File: src/rtl/aps_pkg.sv
// ----------------------------------------------------------------------------
// aps_pkg: shared types and constants for the aging priority scheduler
//
// Request and response structs, slot status codes, event kinds, cell
// ops, the broadcast command and the token passed along the cell row.
// ----------------------------------------------------------------------------
package aps_pkg;

  // Slot index width along the row (covers the largest supported slot count)
  localparam int unsigned SLOT_IDX_W = 5;
  localparam int unsigned PRIO_W     = 8;
  localparam int unsigned AGE_W      = 16;
  localparam int unsigned SUM_W      = 17;

  localparam logic [AGE_W-1:0] AGE_MAX = 16'hFFFF;

  // Slot status codes
  localparam logic [2:0] ST_CREATED    = 3'd1;
  localparam logic [2:0] ST_READY      = 3'd2;
  localparam logic [2:0] ST_EXECUTING  = 3'd3;
  localparam logic [2:0] ST_TERMINATED = 3'd4;

  // Event kinds
  localparam logic [2:0] KIND_SCHEDULE = 3'd0;
  localparam logic [2:0] KIND_EXIT     = 3'd1;
  localparam logic [2:0] KIND_KILL     = 3'd2;
  localparam logic [2:0] KIND_NICE     = 3'd3;
  localparam logic [2:0] KIND_FORK     = 3'd4;

  typedef struct packed {
    logic [2:0]        kind;
    logic [2:0]        target_pid;
    logic [PRIO_W-1:0] nice_prio;
  } req_t;

  typedef struct packed {
    logic [2:0] from_pid;
    logic [2:0] to_pid;
    logic       switched;
    logic [2:0] forked_pid;
    logic       fork_failed;
  } rsp_t;

  // Operations broadcast to every cell
  typedef enum logic [2:0] {
    OP_NOP,
    OP_EXIT,
    OP_TERMINATE,
    OP_KILL_ALL,
    OP_SET_PRIO,
    OP_DECIDE,
    OP_FORK
  } cell_op_e;

  typedef struct packed {
    cell_op_e              op;
    logic [SLOT_IDX_W-1:0] slot;  // target, chosen or claimed slot
    logic [SLOT_IDX_W-1:0] run;   // running slot before the decision
    logic [PRIO_W-1:0]     prio;
  } cell_cmd_t;

  // Search token handed from cell to cell
  typedef struct packed {
    logic                  e_found;
    logic [SUM_W-1:0]      e_sum;
    logic [SLOT_IDX_W-1:0] e_idx;
    logic                  c_found;
    logic [SLOT_IDX_W-1:0] c_idx;
  } tok_t;

endpackage

File: src/rtl/aps_cell.sv
// ----------------------------------------------------------------------------
// aps_cell: one process slot of the scheduler row
//
// Holds the slot's status, priority and age, applies broadcast commands and
// passes the search token on to its neighbor through a register each cycle.
// ----------------------------------------------------------------------------
module aps_cell #(
  parameter int unsigned INDEX = 0
) (
  input  logic              clk_i,
  input  logic              rst_ni,
  input  aps_pkg::cell_cmd_t cmd_i,
  input  aps_pkg::tok_t     tok_i,
  output aps_pkg::tok_t     tok_o
);

  logic [2:0]                 status_q, status_d;
  logic [aps_pkg::PRIO_W-1:0] prio_q, prio_d;
  logic [aps_pkg::AGE_W-1:0]  age_q, age_d;
  aps_pkg::tok_t              tok_q, tok_d;

  logic                       eligible;
  logic                       is_slot;
  logic                       is_run;
  logic [aps_pkg::SUM_W-1:0]  sum;

  assign eligible = (status_q == aps_pkg::ST_READY) || (status_q == aps_pkg::ST_EXECUTING);
  assign is_slot  = (cmd_i.slot == aps_pkg::SLOT_IDX_W'(INDEX));
  assign is_run   = (cmd_i.run == aps_pkg::SLOT_IDX_W'(INDEX));
  assign sum      = aps_pkg::SUM_W'(prio_q) + aps_pkg::SUM_W'(age_q);

  // Token: best eligible sum so far, first created slot so far
  always_comb begin
    tok_d = tok_i;
    if (eligible && (!tok_i.e_found || (sum > tok_i.e_sum))) begin
      tok_d.e_found = 1'b1;
      tok_d.e_sum   = sum;
      tok_d.e_idx   = aps_pkg::SLOT_IDX_W'(INDEX);
    end
    if ((status_q == aps_pkg::ST_CREATED) && !tok_i.c_found) begin
      tok_d.c_found = 1'b1;
      tok_d.c_idx   = aps_pkg::SLOT_IDX_W'(INDEX);
    end
  end

  // Slot state update
  always_comb begin
    status_d = status_q;
    prio_d   = prio_q;
    age_d    = age_q;
    case (cmd_i.op)
      aps_pkg::OP_EXIT: begin
        if (is_slot) begin
          status_d = aps_pkg::ST_TERMINATED;
          age_d    = '0;
        end
      end
      aps_pkg::OP_TERMINATE: begin
        if (is_slot) begin
          status_d = aps_pkg::ST_TERMINATED;
          prio_d   = aps_pkg::PRIO_W'(1);
          age_d    = '0;
        end
      end
      aps_pkg::OP_KILL_ALL: begin
        // console slot is spared
        if ((INDEX != 0) && eligible) begin
          status_d = aps_pkg::ST_TERMINATED;
          prio_d   = aps_pkg::PRIO_W'(1);
          age_d    = '0;
        end
      end
      aps_pkg::OP_SET_PRIO: begin
        if (is_slot) begin
          prio_d = cmd_i.prio;
        end
      end
      aps_pkg::OP_DECIDE: begin
        if (is_slot) begin
          status_d = aps_pkg::ST_EXECUTING;
          age_d    = '0;
        end else begin
          if (eligible && (age_q != aps_pkg::AGE_MAX)) begin
            age_d = age_q + aps_pkg::AGE_W'(1);
          end
          if (is_run && (status_q != aps_pkg::ST_TERMINATED)) begin
            status_d = aps_pkg::ST_READY;
          end
        end
      end
      aps_pkg::OP_FORK: begin
        if (is_slot) begin
          status_d = aps_pkg::ST_READY;
        end
      end
      default: begin
      end
    endcase
  end

  always_ff @(posedge clk_i or negedge rst_ni) begin
    if (!rst_ni) begin
      status_q <= (INDEX == 0) ? aps_pkg::ST_READY : aps_pkg::ST_CREATED;
      prio_q   <= (INDEX == 0) ? aps_pkg::PRIO_W'(2) : aps_pkg::PRIO_W'(1);
      age_q    <= '0;
      tok_q    <= '0;
    end else begin
      status_q <= status_d;
      prio_q   <= prio_d;
      age_q    <= age_d;
      tok_q    <= tok_d;
    end
  end

  assign tok_o = tok_q;

endmodule

File: src/rtl/aging_priority_process_scheduler_top.sv
// ----------------------------------------------------------------------------
// aging_priority_process_scheduler_top: aging priority process scheduler
//
// Row of slot cells with a small sequencer that runs one event at a time.
// ----------------------------------------------------------------------------
// Usage:
//   in channel:  in_valid_i / in_stall_o / in_req_i carry one event request
//                (kind, target_pid, nice_prio). A request is taken at a
//                clock edge with valid high and stall low.
//   out channel: out_valid_o / out_stall_i / out_rsp_o carry one response per
//                request (from_pid, to_pid, switched, forked_pid,
//                fork_failed).
//   Sequence: after a request is taken, the sequencer applies exit, kill or
//   nice, then carries the search token down the cell row (one cell per
//   cycle), then applies the decision or fork claim and registers the
//   response.
//   Flow: one request in flight; the next request is taken only once the
//   response has been handed over from the output register.
//   The input stalls while a request is in flight and while a response waits
//   in the output register; a stalled response holds its value.
//   Reset: slot 0 ready with priority 2 and running, other slots created with
//   priority 1, all ages zero, both channels empty.
// ----------------------------------------------------------------------------
module aging_priority_process_scheduler_top #(
  parameter int unsigned PROCESS_SLOTS = 8
) (
  input  logic          clk_i,
  input  logic          rst_ni,
  input  logic          in_valid_i,
  output logic          in_stall_o,
  input  aps_pkg::req_t in_req_i,
  output logic          out_valid_o,
  input  logic          out_stall_i,
  output aps_pkg::rsp_t out_rsp_o
);

  localparam int unsigned IDX_W = $clog2(PROCESS_SLOTS);
  localparam int unsigned CNT_W = $clog2(PROCESS_SLOTS);

  localparam logic [1:0] S_IDLE  = 2'd0;
  localparam logic [1:0] S_PRE   = 2'd1;
  localparam logic [1:0] S_SCAN  = 2'd2;
  localparam logic [1:0] S_APPLY = 2'd3;

  logic [1:0]         state_q, state_d;
  logic [CNT_W-1:0]   cnt_q, cnt_d;
  logic [IDX_W-1:0]   run_q, run_d;
  aps_pkg::req_t      req_q;
  logic               out_valid_q, out_valid_d;
  aps_pkg::rsp_t      rsp_q, rsp_d;

  aps_pkg::cell_cmd_t cmd;
  aps_pkg::tok_t      chain [PROCESS_SLOTS+1];
  aps_pkg::tok_t      tok_end;
  logic               in_take;
  logic               pid_ok;
  logic               decides;
  logic [31:0]        run_ext;
  logic [31:0]        best_ext;
  logic [31:0]        fork_ext;

  assign in_stall_o = (state_q != S_IDLE) || out_valid_q;
  assign in_take    = in_valid_i && !in_stall_o;
  assign pid_ok     = (32'(req_q.target_pid) < PROCESS_SLOTS);
  assign decides    = (req_q.kind == aps_pkg::KIND_SCHEDULE) ||
                      (req_q.kind == aps_pkg::KIND_EXIT) ||
                      (req_q.kind == aps_pkg::KIND_NICE);
  assign tok_end    = chain[PROCESS_SLOTS];
  assign run_ext    = 32'(run_q);
  assign best_ext   = 32'(tok_end.e_idx);
  assign fork_ext   = 32'(tok_end.c_idx);

  // Cell row: search token enters empty at slot 0
  assign chain[0] = '0;

  for (genvar g = 0; g < PROCESS_SLOTS; g++) begin : g_cell
    aps_cell #(
      .INDEX(g)
    ) u_cell (
      .clk_i (clk_i),
      .rst_ni(rst_ni),
      .cmd_i (cmd),
      .tok_i (chain[g]),
      .tok_o (chain[g+1])
    );
  end

  // Command broadcast to the row
  always_comb begin
    cmd      = '0;
    cmd.op   = aps_pkg::OP_NOP;
    cmd.run  = aps_pkg::SLOT_IDX_W'(run_q);
    cmd.prio = req_q.nice_prio;
    if (state_q == S_PRE) begin
      case (req_q.kind)
        aps_pkg::KIND_EXIT: begin
          cmd.op   = aps_pkg::OP_EXIT;
          cmd.slot = aps_pkg::SLOT_IDX_W'(run_q);
        end
        aps_pkg::KIND_KILL: begin
          cmd.slot = aps_pkg::SLOT_IDX_W'(req_q.target_pid);
          if (req_q.target_pid == 3'd0) begin
            cmd.op = aps_pkg::OP_KILL_ALL;
          end else if (pid_ok) begin
            cmd.op = aps_pkg::OP_TERMINATE;
          end
        end
        aps_pkg::KIND_NICE: begin
          cmd.slot = aps_pkg::SLOT_IDX_W'(req_q.target_pid);
          if (pid_ok) begin
            cmd.op = aps_pkg::OP_SET_PRIO;
          end
        end
        default: begin
        end
      endcase
    end else if (state_q == S_APPLY) begin
      if (decides && tok_end.e_found) begin
        cmd.op   = aps_pkg::OP_DECIDE;
        cmd.slot = tok_end.e_idx;
      end else if ((req_q.kind == aps_pkg::KIND_FORK) && tok_end.c_found) begin
        cmd.op   = aps_pkg::OP_FORK;
        cmd.slot = tok_end.c_idx;
      end
    end
  end

  // Sequencer and response register
  always_comb begin
    state_d     = state_q;
    cnt_d       = cnt_q;
    run_d       = run_q;
    out_valid_d = out_valid_q && out_stall_i;
    rsp_d       = rsp_q;
    case (state_q)
      S_IDLE: begin
        if (in_take) begin
          state_d = S_PRE;
        end
      end
      S_PRE: begin
        cnt_d   = '0;
        state_d = S_SCAN;
      end
      S_SCAN: begin
        cnt_d = cnt_q + CNT_W'(1);
        if (32'(cnt_q) == PROCESS_SLOTS - 1) begin
          state_d = S_APPLY;
        end
      end
      S_APPLY: begin
        rsp_d            = '0;
        rsp_d.from_pid   = run_ext[2:0];
        rsp_d.to_pid     = run_ext[2:0];
        if (decides) begin
          rsp_d.switched = 1'b1;
          if (tok_end.e_found) begin
            run_d        = IDX_W'(tok_end.e_idx);
            rsp_d.to_pid = best_ext[2:0];
          end
        end
        if (req_q.kind == aps_pkg::KIND_FORK) begin
          if (tok_end.c_found) begin
            rsp_d.forked_pid = fork_ext[2:0];
          end else begin
            rsp_d.fork_failed = 1'b1;
          end
        end
        out_valid_d = 1'b1;
        state_d     = S_IDLE;
      end
      default: begin
        state_d = S_IDLE;
      end
    endcase
  end

  always_ff @(posedge clk_i or negedge rst_ni) begin
    if (!rst_ni) begin
      state_q     <= S_IDLE;
      cnt_q       <= '0;
      run_q       <= '0;
      out_valid_q <= 1'b0;
    end else begin
      state_q     <= state_d;
      cnt_q       <= cnt_d;
      run_q       <= run_d;
      out_valid_q <= out_valid_d;
    end
  end

  // Request and response payload
  always_ff @(posedge clk_i) begin
    if (in_take) begin
      req_q <= in_req_i;
    end
    rsp_q <= rsp_d;
  end

  assign out_valid_o = out_valid_q;
  assign out_rsp_o   = rsp_q;

endmodule

File: config.mk
export PLATFORM = sky130hd
export DESIGN_NAME = aging_priority_process_scheduler_top
export DESIGN_NICKNAME = d
export VERILOG_FILES = /design/src/rtl/aps_pkg.sv /design/src/rtl/aps_cell.sv /design/src/rtl/aging_priority_process_scheduler_top.sv
export SDC_FILE = /design/constraint.sdc
export NUM_CORES = 1
export LEC_CHECK = 0
export BUFFER_PORTS_ARGS = -buffer_cell sky130_fd_sc_hd__buf_2
export CAP_MARGIN = 20
export CORE_ASPECT_RATIO = 0.6
export CORE_MARGIN = 10
export CORE_UTILIZATION = 64
export CTS_BUF_LIST = sky130_fd_sc_hd__clkbuf_16
export CTS_CLUSTER_DIAMETER = 150
export CTS_CLUSTER_SIZE = 14
export DETAILED_ROUTE_END_ITERATION = 8
export PLACE_DENSITY_LB_ADDON = 0.25
export RECOVER_POWER = 100
export SYNTH_ARGS = -nofsm -noshare
export SYNTH_HDL_FRONTEND = slang
export SYNTH_SLANG_ARGS = --single-unit
File: constraint.sdc
create_clock -name clk_i -period 5.1 [get_ports clk_i]
set_clock_uncertainty 0.1 [all_clocks]
set_input_delay 1.02 -clock clk_i [delete_from_list [all_inputs] [get_ports clk_i]]
set_output_delay 1.02 -clock clk_i [all_outputs]
set_load 0.02 [all_outputs]
# ---- Word-level counts from Yosys, hierarchy flattened
# Index checks and enable logic that the tools add are counted.
dict set report totals {
  register_bits 465
  input_bits 18
  out_inout_bits 13
  word_cells 479
}
dict set report classes {
  add_sub_neg 17
  n_lt_le_gt_ge 7
  eq_ne 125
  muxes 147
  reduce_logical 108
}
# cell count
set op_table {}
lappend op_table {{16-bit two-way mux} 31}
lappend op_table {{16-bit case mux with 3 select lines} 7}
lappend op_table {{8-bit two-way mux} 27}
lappend op_table {{8-bit case mux with 3 select lines} 8}
lappend op_table {{23-bit two-way mux} 8}
lappend op_table {{8-bit by 16-bit adder with 17-bit output} 8}
lappend op_table {{16-bit by 1-bit adder with 16-bit output, second input constant} 8}
lappend op_table {{16-bit != test, second input constant} 8}
lappend op_table {{3-bit two-way mux} 40}
lappend op_table {{17-bit > comparator} 7}
lappend op_table {{3-bit case mux with 4 select lines} 7}
lappend op_table {{2-bit by 1-bit != test with 1-bit output, second input constant} 39}
lappend op_table {{3-bit by 2-bit == test with 1-bit output, second input constant} 22}
lappend op_table {{4-bit AND reduction} 15}
lappend op_table {{6-bit two-way mux} 8}
lappend op_table {{3-bit by 1-bit != test with 1-bit output, second input constant} 16}
lappend op_table {{5-bit AND reduction} 7}
lappend op_table {{1-bit logical AND} 34}
lappend op_table {{3-bit by 1-bit == test with 1-bit output, second input constant} 11}
lappend op_table {{16-bit case mux with 2 select lines} 1}
lappend op_table {{3-bit == test, second input constant} 9}
lappend op_table {{3-bit != test, second input constant} 8}
lappend op_table {{5-bit by 3-bit == test with 1-bit output, second input constant} 4}
lappend op_table {{1-bit logical OR} 18}
lappend op_table {{23 further kinds} 53}

# ---- Logic depth before layout (Yosys ltp)
# Gate-level depths: netlist of run 1.
dict set report logic_depth {
  ltp_word 11
  depth_mapped 16
  depth_no_buf 16
}

# ---- Modules after synthesis
# From an unflattened synthesis of run 1, not the netlist that was laid out.
dict set report hier_totals {
  hier_cells 3080
  area_unflattened_um2 29965.0
}
# module n_inst cells_per_inst area_each_um2 seq_area_each_um2
set modules_own_cells {}
lappend modules_own_cells {{aps_cell (g_cell[5].u_cell ...)} 2 375 3649.8 1403.8}
lappend modules_own_cells {{aps_cell (g_cell[4].u_cell)} 1 392 3626.0 1403.8}
lappend modules_own_cells {{aps_cell (g_cell[1].u_cell)} 1 392 3618.5 1403.8}
lappend modules_own_cells {{aps_cell (g_cell[2].u_cell)} 1 362 3478.3 1403.8}
lappend modules_own_cells {{aps_cell (g_cell[3].u_cell)} 1 357 3477.1 1403.8}
lappend modules_own_cells {{aps_cell (g_cell[7].u_cell)} 1 362 3477.1 1403.8}
lappend modules_own_cells {{aps_cell (g_cell[0].u_cell)} 1 354 3415.8 1403.8}
lappend modules_own_cells {aging_priority_process_scheduler_top 1 111 1572.8 975.9}

# ---- Least setup slack after synthesis of run 1
# Ideal clock, no wire load.
dict set report synth_path {
  kind {register -> register}
  startpoint {reg g_cell[1].u_cell.age_q[0] in the netlist's numbering}
  endpoint {reg g_cell[1].u_cell.tok_q (netlist bit g_cell[1].u_cell.tok_o[19])}
  setup_ns 0.125
  t_arrival_ns 4.360
  required_ns 4.875
  setup_slack_ns 0.515
  stages_incl_launch_ff 17
  n_path_buf 2
  synth_period_minus_slack_ns 4.585
  cell_sequence {dfrtp_1 -> ha_1 -> fa_1 -> a21o_1 -> a221o_1 -> o41ai_1 -> nor2_1 -> xor2_1 -> ha_1 -> nand4_1 -> nor3_1 -> o31ai_1 -> a31oi_1 -> o21a_1 -> clkbuf_1 -> clkbuf_1 -> mux2_2}
}
# item line
set synth_lines {}
lappend synth_lines {{from (decl)} aps_cell.sv:19} ;# logic [aps_pkg::AGE_W-1:0] age_q, age_d;
lappend synth_lines {{from (signal assigned)} aps_cell.sv:110} ;# age_q <= age_d;
lappend synth_lines {{to (signal assigned)} aps_cell.sv:111} ;# tok_q <= tok_d;
lappend synth_lines {{to (decl)} aps_cell.sv:20} ;# aps_pkg::tok_t tok_q, tok_d;

# ---- Final worst setup path of run 1
dict set report layout_path {
  startpoint {reg req_q[11] in the netlist's numbering}
  endpoint {reg g_cell[5].u_cell.age_q[2] in the netlist's numbering}
}
dict set report layout_between {
  elab_chain_len 11
  word_cells_on_any_way 27
  cone_classes {12 x eq/ne; 7 x mux; 8 x reduce/logical}
}
# item line
set layout_lines {}
lappend layout_lines {{from (decl)} aging_priority_process_scheduler_top.sv:48} ;# aps_pkg::req_t req_q;
lappend layout_lines {{from (signal assigned)} aging_priority_process_scheduler_top.sv:195} ;# req_q <= in_req_i;
lappend layout_lines {{3-bit by 1-bit == test with 1-bit output or 3-bit zero test (tied branches)} {aging_priority_process_scheduler_top.sv:66, aging_priority_process_scheduler_top.sv:95, aging_priority_process_scheduler_top.sv:65}}
lappend layout_lines {{1-bit logical OR} aging_priority_process_scheduler_top.sv:65} ;# assign decides = (req_q.kind == aps_pkg::KIND_SCHEDULE) ||
lappend layout_lines {{1-bit logical OR} aging_priority_process_scheduler_top.sv:66} ;# (req_q.kind == aps_pkg::KIND_EXIT) ||
lappend layout_lines {{1-bit logical AND} aging_priority_process_scheduler_top.sv:118} ;# if (decides && tok_end.e_found) begin
lappend layout_lines {{8-bit two-way mux} aging_priority_process_scheduler_top.sv:118}
lappend layout_lines {{8-bit two-way mux} aging_priority_process_scheduler_top.sv:117} ;# end else if (state_q == S_APPLY) begin
lappend layout_lines {{8-bit two-way mux *} aging_priority_process_scheduler_top.sv:94} ;# if (state_q == S_PRE) begin
lappend layout_lines {{3-bit by 1-bit == test with 1-bit output or 3-bit by 2-bit == test with 1-bit output (tied branches)} aps_cell.sv:51} ;# case (cmd_i.op)
lappend layout_lines {{2-bit OR reduction (no line)} n/a}
lappend layout_lines {{2-bit by 1-bit != test with 1-bit output (no line) or 3-bit nonzero test (tied branches)} n/a}
lappend layout_lines {{4-bit AND reduction (no line)} n/a}
lappend layout_lines {{to (signal assigned)} aps_cell.sv:110}
lappend layout_lines {{to (decl)} aps_cell.sv:19}
# Every way passes the cells marked *; elsewhere a longest branch is shown, timed or not.
# A chain may end at the register's enable or synchronous reset.

==> results of run 1 <==
-- stage by stage --
| stage | util, % | worst slack [ns] |
|---|---|---|
| 3_5_place_dp | 66.61 | 0.5604 |
| 6_report | 68.55 | 0.2370 |
| 5_1_grt | 68.55 | 0.07267 |
| 4_1_cts | 69.04 | 0.4873 |
| 2_1_floorplan | - | 0.5152 |
| 3_3_place_gp | 66.61 | 0.6778 |
-- routing by layer --
layer,vias to the layer above,wire [um]
met1,10490,34390
met4,2,1965
met5,-,12
met2,1218,30380
met3,152,9186
li1,9633,-
-- final cells by class --
| type | count | area, um2 | share of cell area (%) |
|---|---|---|---|
| inverter | 172 | 645.6 | 2.337 |
| tap | 531 | 664.4 | 2.405 |
| clock buffer | 35 | 875.8 | 3.171 |
| timing repair buffer | 75 | 429.2 | 1.554 |
| multi-input combinational | 1926 | 14280 | 51.68 |
| sequential | 419 | 10630 | 38.48 |
| clock inverter | 26 | 102.6 | 0.3714 |
-- synth_stat cells (50+ instances only) --
cell | instances | area share (%)
nand2_1 | 132 | 1.9
dfrtp_1 | 378 | 36
o21ai_0 | 122 | 2.3
clkbuf_1 | 72 | 1.0
mux2_2 | 173 | 7.5
ha_1 | 197 | 9.5
inv_1 | 172 | 2.5
nand3_1 | 89 | 1.7
xnor2_1 | 50 | 1.7
and3_1 | 74 | 1.8
a21oi_1 | 117 | 2.2
nor3_1 | 84 | 1.6
nor2_1 | 149 | 2.1
-- report_power, final --
group	switching (uW)	internal (uW)	leakage, uW	total [uW]
clock network	1270	1250	0.000569	2510
registers	263	3670	0.00561	3930
logic	1120	603	0.00697	1720
-- worst paths after layout --
check	from	endpoint	slack (ns)	cells past startpoint
hold reg to reg	g_cell[6].u_cell.tok_o[1]	g_cell[7].u_cell.tok_o[1]	0.33	1
setup reg to reg	req_q[11]	g_cell[5].u_cell.age_q[2]	0.24	6
min in group asynchronous	rst_ni	g_cell[5].u_cell.tok_o[2]	1.75	1
max in group asynchronous	rst_ni	g_cell[3].u_cell.tok_o[21]	0.67	2
hold / removal	g_cell[6].u_cell.tok_o[1]	g_cell[7].u_cell.tok_o[1]	0.33	1
setup / recovery	req_q[11]	g_cell[5].u_cell.age_q[2]	0.24	6
-- cells by family after synthesis --
logic type / count (synthesis) / synth area share, %
simple gates: 814 / 16.49
compound gates: 624 / 17.14
flops: 419 / 40.81
buf+inv: 274 / 4.208
fa+ha+maj: 205 / 10.08
mux: 189 / 8.109
xor+xnor: 94 / 3.161
-- state kept, by name, summed over array words and instances, names as in the netlist --
register and cells:
g_cell.u_cell.tok_o 169, g_cell.u_cell.age_q 128, g_cell.u_cell.prio_q 64, g_cell.u_cell.status_q 24, out_rsp_o 11, cmd 8, req_q 6, cnt_q 3
run_q 3, state_q 2, out_valid_o 1
==> reports/metrics.cfg, run 1 <==
[outcome]
status=finished, violations left
violations=max-capacitance violations, max-slew violations

[global_routing]
grt_start_max_net_pins=113
busiest_layer=met1
overflow=0
use_met2_pct=42.30
grt_pass1_wl_um=119200
gr-usage-met3_pct=7.527
grt_usage_pct=30.47
met1_usage_pct=46.47
antenna_found_initial=2
grt_pass1_vias=20560

[cells_and_area]
drive_gt1_share_pct=11.76
syn2layout_area_growth_pct=6.063
final_common_cell=dfrtp_1
fill_cells=3090
mostFrequentLayoutCells=dfrtp_1, inv_1, ha_1, mux2_2, nor2_1
antenna_cells=0
stdcell_count=3184
design_area_um2=27620
nets=2852

[worst_setup_path]
path_buf_inv=0
worstSetupPathType=register to register
cp_cell_sequence=or2_0, nor3_4, a221o_1, a32oi_1, or2_0, a221o_1
cp_slowest_stage_delay_ns=0.96
worstPathArrival_ns=5.19
cp-end-kind=register
worstPathRequired_ns=5.43
start_kind=register
crit_family=compound AO/OA/AOI/OAI gates
slowest_stage=a221o_1
crit_fanout=17

[job]
maxCapViolCount=2

[logic_synthesis]
yosysWarnings=0
ys_ff_latch=419
seq_area_frac_synth_pct=40.81
yosysUniqueCellTypes=92
async_flop_share_pct=94.03
netlist_instances=2619
ys.flop_type=dfrtp_1
syn_area_um2=26040
syn_nets=2842
syn_area_per_cell_um2=9.945
synth_edf_count=25

[cts]
cts-root-buf=clkbuf_16
clk_pin_slew_ns=0.07
cts_inserted_buffers=35
clk_path_buf_depth=3
worstSkewPairLatency_ns=0.55
post_cts_resized=0
htreeDepth=2
cts_tree=done
cts_setup_buffers=0
postCtsHoldBufs=0
clkSinkCount=419

[route]
drtAntennaViolNets=0
vias_per_cell=6.750
drt_iter0_drc=2917
firstDrtPassIters=6
via_count=21490
wl_per_cell_um=23.85
drc=0
wl_um=75940

[placement]
gp_congestion=0.9945
dp_cells=3121
post-dp-hpwl_um=55780
place_area_um2=26840
portBuffers=30

[timing]
finalSetupViolations=0
maxSlewViolCount=90
period_minus_slack_ns=4.863
worst_pin_slew_ns=3.850
final.setup.tns_ns=0
hold_viol=0
final.period_utilization_pct=95.35
rsz0062_at_grt=no
holdWs_ns=0.3262
slew_headroom_pct=-157.1
max_freq_mhz=205.6

[floorplan]
dieArea_um2=49430
start_util_pct=64.64
die_x_um=280.4
core_area_um2=40290
die_y_um=176.3
io_pins=31
num_rows=57

[power_and_ir_drop]
irDropWorstVdd_mv=0.2708
finalPower_uw=8163
power_density_nw_per_um2=295.5
power_leakage_uw=0.01315

[min_path]
hp-class=register to register

(Power assumes the default switching activity.)
==> inputs of run 2 (changes only) <==
--- a/config.mk
+++ b/config.mk
@@ -5,11 +5,12 @@
 export SDC_FILE = /design/constraint.sdc
 export NUM_CORES = 1
 export LEC_CHECK = 0
+export ABC_AREA = 1
 export BUFFER_PORTS_ARGS = -buffer_cell sky130_fd_sc_hd__buf_2
 export CAP_MARGIN = 20
 export CORE_ASPECT_RATIO = 0.6
 export CORE_MARGIN = 10
-export CORE_UTILIZATION = 64
+export CORE_UTILIZATION = 65
 export CTS_BUF_LIST = sky130_fd_sc_hd__clkbuf_16
 export CTS_CLUSTER_DIAMETER = 150
 export CTS_CLUSTER_SIZE = 14
==> reports/metrics.cfg, run 2 <==
[outcome]
status=finished, violations left
violations=max-capacitance violations, max-slew violations

[job]
maxCapViolCount=4  ; +2

[route]
via_count=24510  ; +14%
drc=0  ; unchanged
vias_per_cell=5.873  ; -13%
wl_per_cell_um=18.93  ; -21%
drt_iter0_drc=3304  ; +13%
drtAntennaViolNets=0  ; unchanged
wl_um=79010  ; +4.0%
firstDrtPassIters=7  ; +1

[cells_and_area]
fill_cells=3392  ; +9.8%
syn2layout_area_growth_pct=5.386
drive_gt1_share_pct=4.289  ; -7.5 points
stdcell_count=4174  ; +31%
antenna_cells=0  ; unchanged
utilization_pct=69.97  ; +1.4 points
design_area_um2=28590  ; +3.5%
largest_register_ffs=169  ; unchanged
nets=3812  ; +34%
mostFrequentLayoutCells=nand2_1, inv_1, dfrtp_1, nand3_1, nor2_1
final_common_cell=nand2_1

[floorplan]
start_util_pct=66.39  ; +1.8 points
num_rows=57  ; unchanged
die_x_um=283.8  ; +1.2%
io_pins=31  ; unchanged
core_area_um2=40870  ; +1.4%
dieArea_um2=50580  ; +2.3%
die_y_um=178.3  ; +1.1%

[worst_setup_path]
cp_cell_sequence=ha_1, nand2_1, inv_1, nand3_1, nand2_1, nand2_1, nor2_8, nand2_2, clkbuf_1, nand2_1, inv_1, nand4_1, nand2_1
reg2regPathDepth=13  ; +7
cp-end-kind=register
worstPathArrival_ns=5.14  ; -0.05 ns
cp_slowest_stage_delay_ns=1.02  ; +0.06 ns
critPathLaunch=state_q[1]
reg2reg_setup_slack_ns=0.37  ; +0.13 ns
start_kind=register
worstReg2RegStart=state_q[1]
path_common_cell=nand2_1
crit_end=g_cell[6].u_cell.status_q[2]
crit_fanout=47  ; +30
worstPathRequired_ns=5.50  ; +0.07 ns
slowest_stage=nand2_2
worstSetupPathType=register to register
timing.rr.end=g_cell[6].u_cell.status_q[2]

[logic_synthesis]
synth.most_common_cell=nand2_1
yosys-top-cells-area=dfrtp_1, nand2_1, ha_1
synth_top_area_share_pct=34.86  ; -1.5 points
synth_area_leader_cell=dfrtp_1
yosysWarnings=0  ; unchanged
netlist_instances=3590  ; +37%
yosysUniqueCellTypes=60  ; -35%
syn_area_um2=27130  ; +4.2%
syn_nets=3813  ; +34%
syn_area_per_cell_um2=7.558  ; -24%
synth_edf_count=25  ; unchanged
seq_area_frac_synth_pct=39.18  ; -1.6 points
ys.flop_type=dfrtp_1
ys_ff_latch=419  ; unchanged
async_flop_share_pct=94.03  ; unchanged
synth_top_cells_by_count=nand2_1, inv_1, dfrtp_1

[placement]
post-dp-hpwl_um=58940  ; +5.7%
dp_cells=4110  ; +32%
portBuffers=30  ; unchanged
place_ws_ns=0.7029  ; +0.1425 ns
place_area_um2=27780  ; +3.5%
gp_congestion=1.009  ; +1.5%

[cts]
cts_inserted_buffers=35  ; unchanged
clk_path_buf_depth=3  ; unchanged
worstSkewPairLatency_ns=0.58  ; +0.03 ns
cts_setup_buffers=0  ; unchanged
clkSinkCount=419  ; unchanged
postCtsHoldBufs=0  ; unchanged
htreeDepth=2  ; unchanged
cts_tree=done
clk_pin_slew_ns=0.07  ; about the same
post_cts_resized=0  ; unchanged
cts-root-buf=clkbuf_16

[timing]
rsz0062_at_grt=no
max_freq_mhz=211.2  ; +2.7%
finalSetupViolations=0  ; unchanged
hold_viol=0  ; unchanged
worst_pin_slew_ns=2.577  ; -1.272 ns
period_minus_slack_ns=4.734  ; -0.1291 ns
setup_ws_ns=0.3661  ; +0.1291 ns
final.setup.tns_ns=0  ; unchanged
maxSlewViolCount=310  ; +240%
slew_headroom_pct=-71.82  ; +85 points
final.period_utilization_pct=92.82  ; -2.5 points

[global_routing]
grt_pass1_wl_um=124200  ; +4.2%
grt_start_max_net_pins=102  ; -9.7%
overflow=0  ; unchanged
grt_pass1_vias=22310  ; +8.5%
grt_usage_pct=30.89  ; +0.42 points
antenna_found_initial=4  ; +2

[power_and_ir_drop]
power_density_nw_per_um2=379.7  ; +28%
power_leakage_uw=0.01489  ; +13%
irDropWorstVdd_mv=0.3427  ; +27%

[min_path]
min-delay-start=g_cell[4].u_cell.tok_o[0]
hp-class=register to register

run 2: cell types whose count changed in the layout (fill, tap and decap cells not counted), moves of 49 or more:
cell,change
xor2_1,+99
o21ai_0,+53
mux2_2,-164
nor2_1,+119
inv_1,+267
nor2b_1,-49
nand2_1,+947
nand3_1,+214
and3_1,-73
run 2: final cells by class:
class	instances	area [um2]	share of cell area, %
clock buffers	36	900.9	3.151
well taps	560	700.7	2.450
multi-input cells	2620	14250	49.84
flip-flops and latches	419	10630	37.18
repair buffers	54	267.8	0.9364
clock inverters	26	115.1	0.4026
inverters	459	1727	6.039
run 2: kinds of logic after synthesis:
logic type               count (synthesis)  synth area share [%]
AND/OR/NAND/NOR                       1865                 29.48
AO/OA/AOI/OAI                          377                 8.116
flip-flops                             419                 39.18
adder cells (fa/ha/maj)                205                 9.675
buffers and inverters                  551                 7.969
XOR/XNOR                               173                 5.584
run 2: metal layers:
| metal | share of wire (%) | global-route usage (%) | up-vias |
|---|---|---|---|
| li1 | - | - | 11530 |
| met2 | 39 | 41.85 | 1365 |
| met3 | 14 | 10.60 | 149 |
| met1 | 45 | 46.11 | 11480 |
| met5 | 0 | 0 | - |
| met4 | 2.5 | 7.422 | 0 |
run 2: critical path: cells and delay by family (launching register included):
kind / cells / cell delay (ns)
simple gates: 9 / 2.60
buf+inv: 3 / 1.10
flops: 1 / 0.42
fa+ha+maj: 1 / 0.43
run 2: worst min-delay path by stage:
stage,slack [ns],depth (start not counted),endpoint
2_1_floorplan,0.30,1,g_cell[1].u_cell.tok_o[0]
3_3_place_gp,0.32,2,g_cell[6].u_cell.tok_o[1]
3_5_place_dp,0.32,2,g_cell[5].u_cell.tok_o[0]
4_1_cts,0.33,2,g_cell[6].u_cell.tok_o[1]
5_1_grt,0.35,2,g_cell[5].u_cell.tok_o[2]
6_report,0.33,2,g_cell[5].u_cell.tok_o[0]
run 2: metrics by stage:
| step | hold slack, ns | power [uW] |
|---|---|---|
| after global routing | 0.3497 | 11490 |
| after floorplan | 0.3025 | 7008 |
| after detailed placement | 0.3170 | 8304 |
| after global placement | 0.3160 | 8147 |
| final | 0.3312 | 10860 |
| after CTS | 0.3313 | 10840 |
run 2: power by group:
| group | switching [uW] | internal, uW |
|---|---|---|
| clock | 1290 | 1280 |
| combinational | 3050 | 1100 |
| sequential | 334 | 3810 |
| total | 4670 | 6190 |
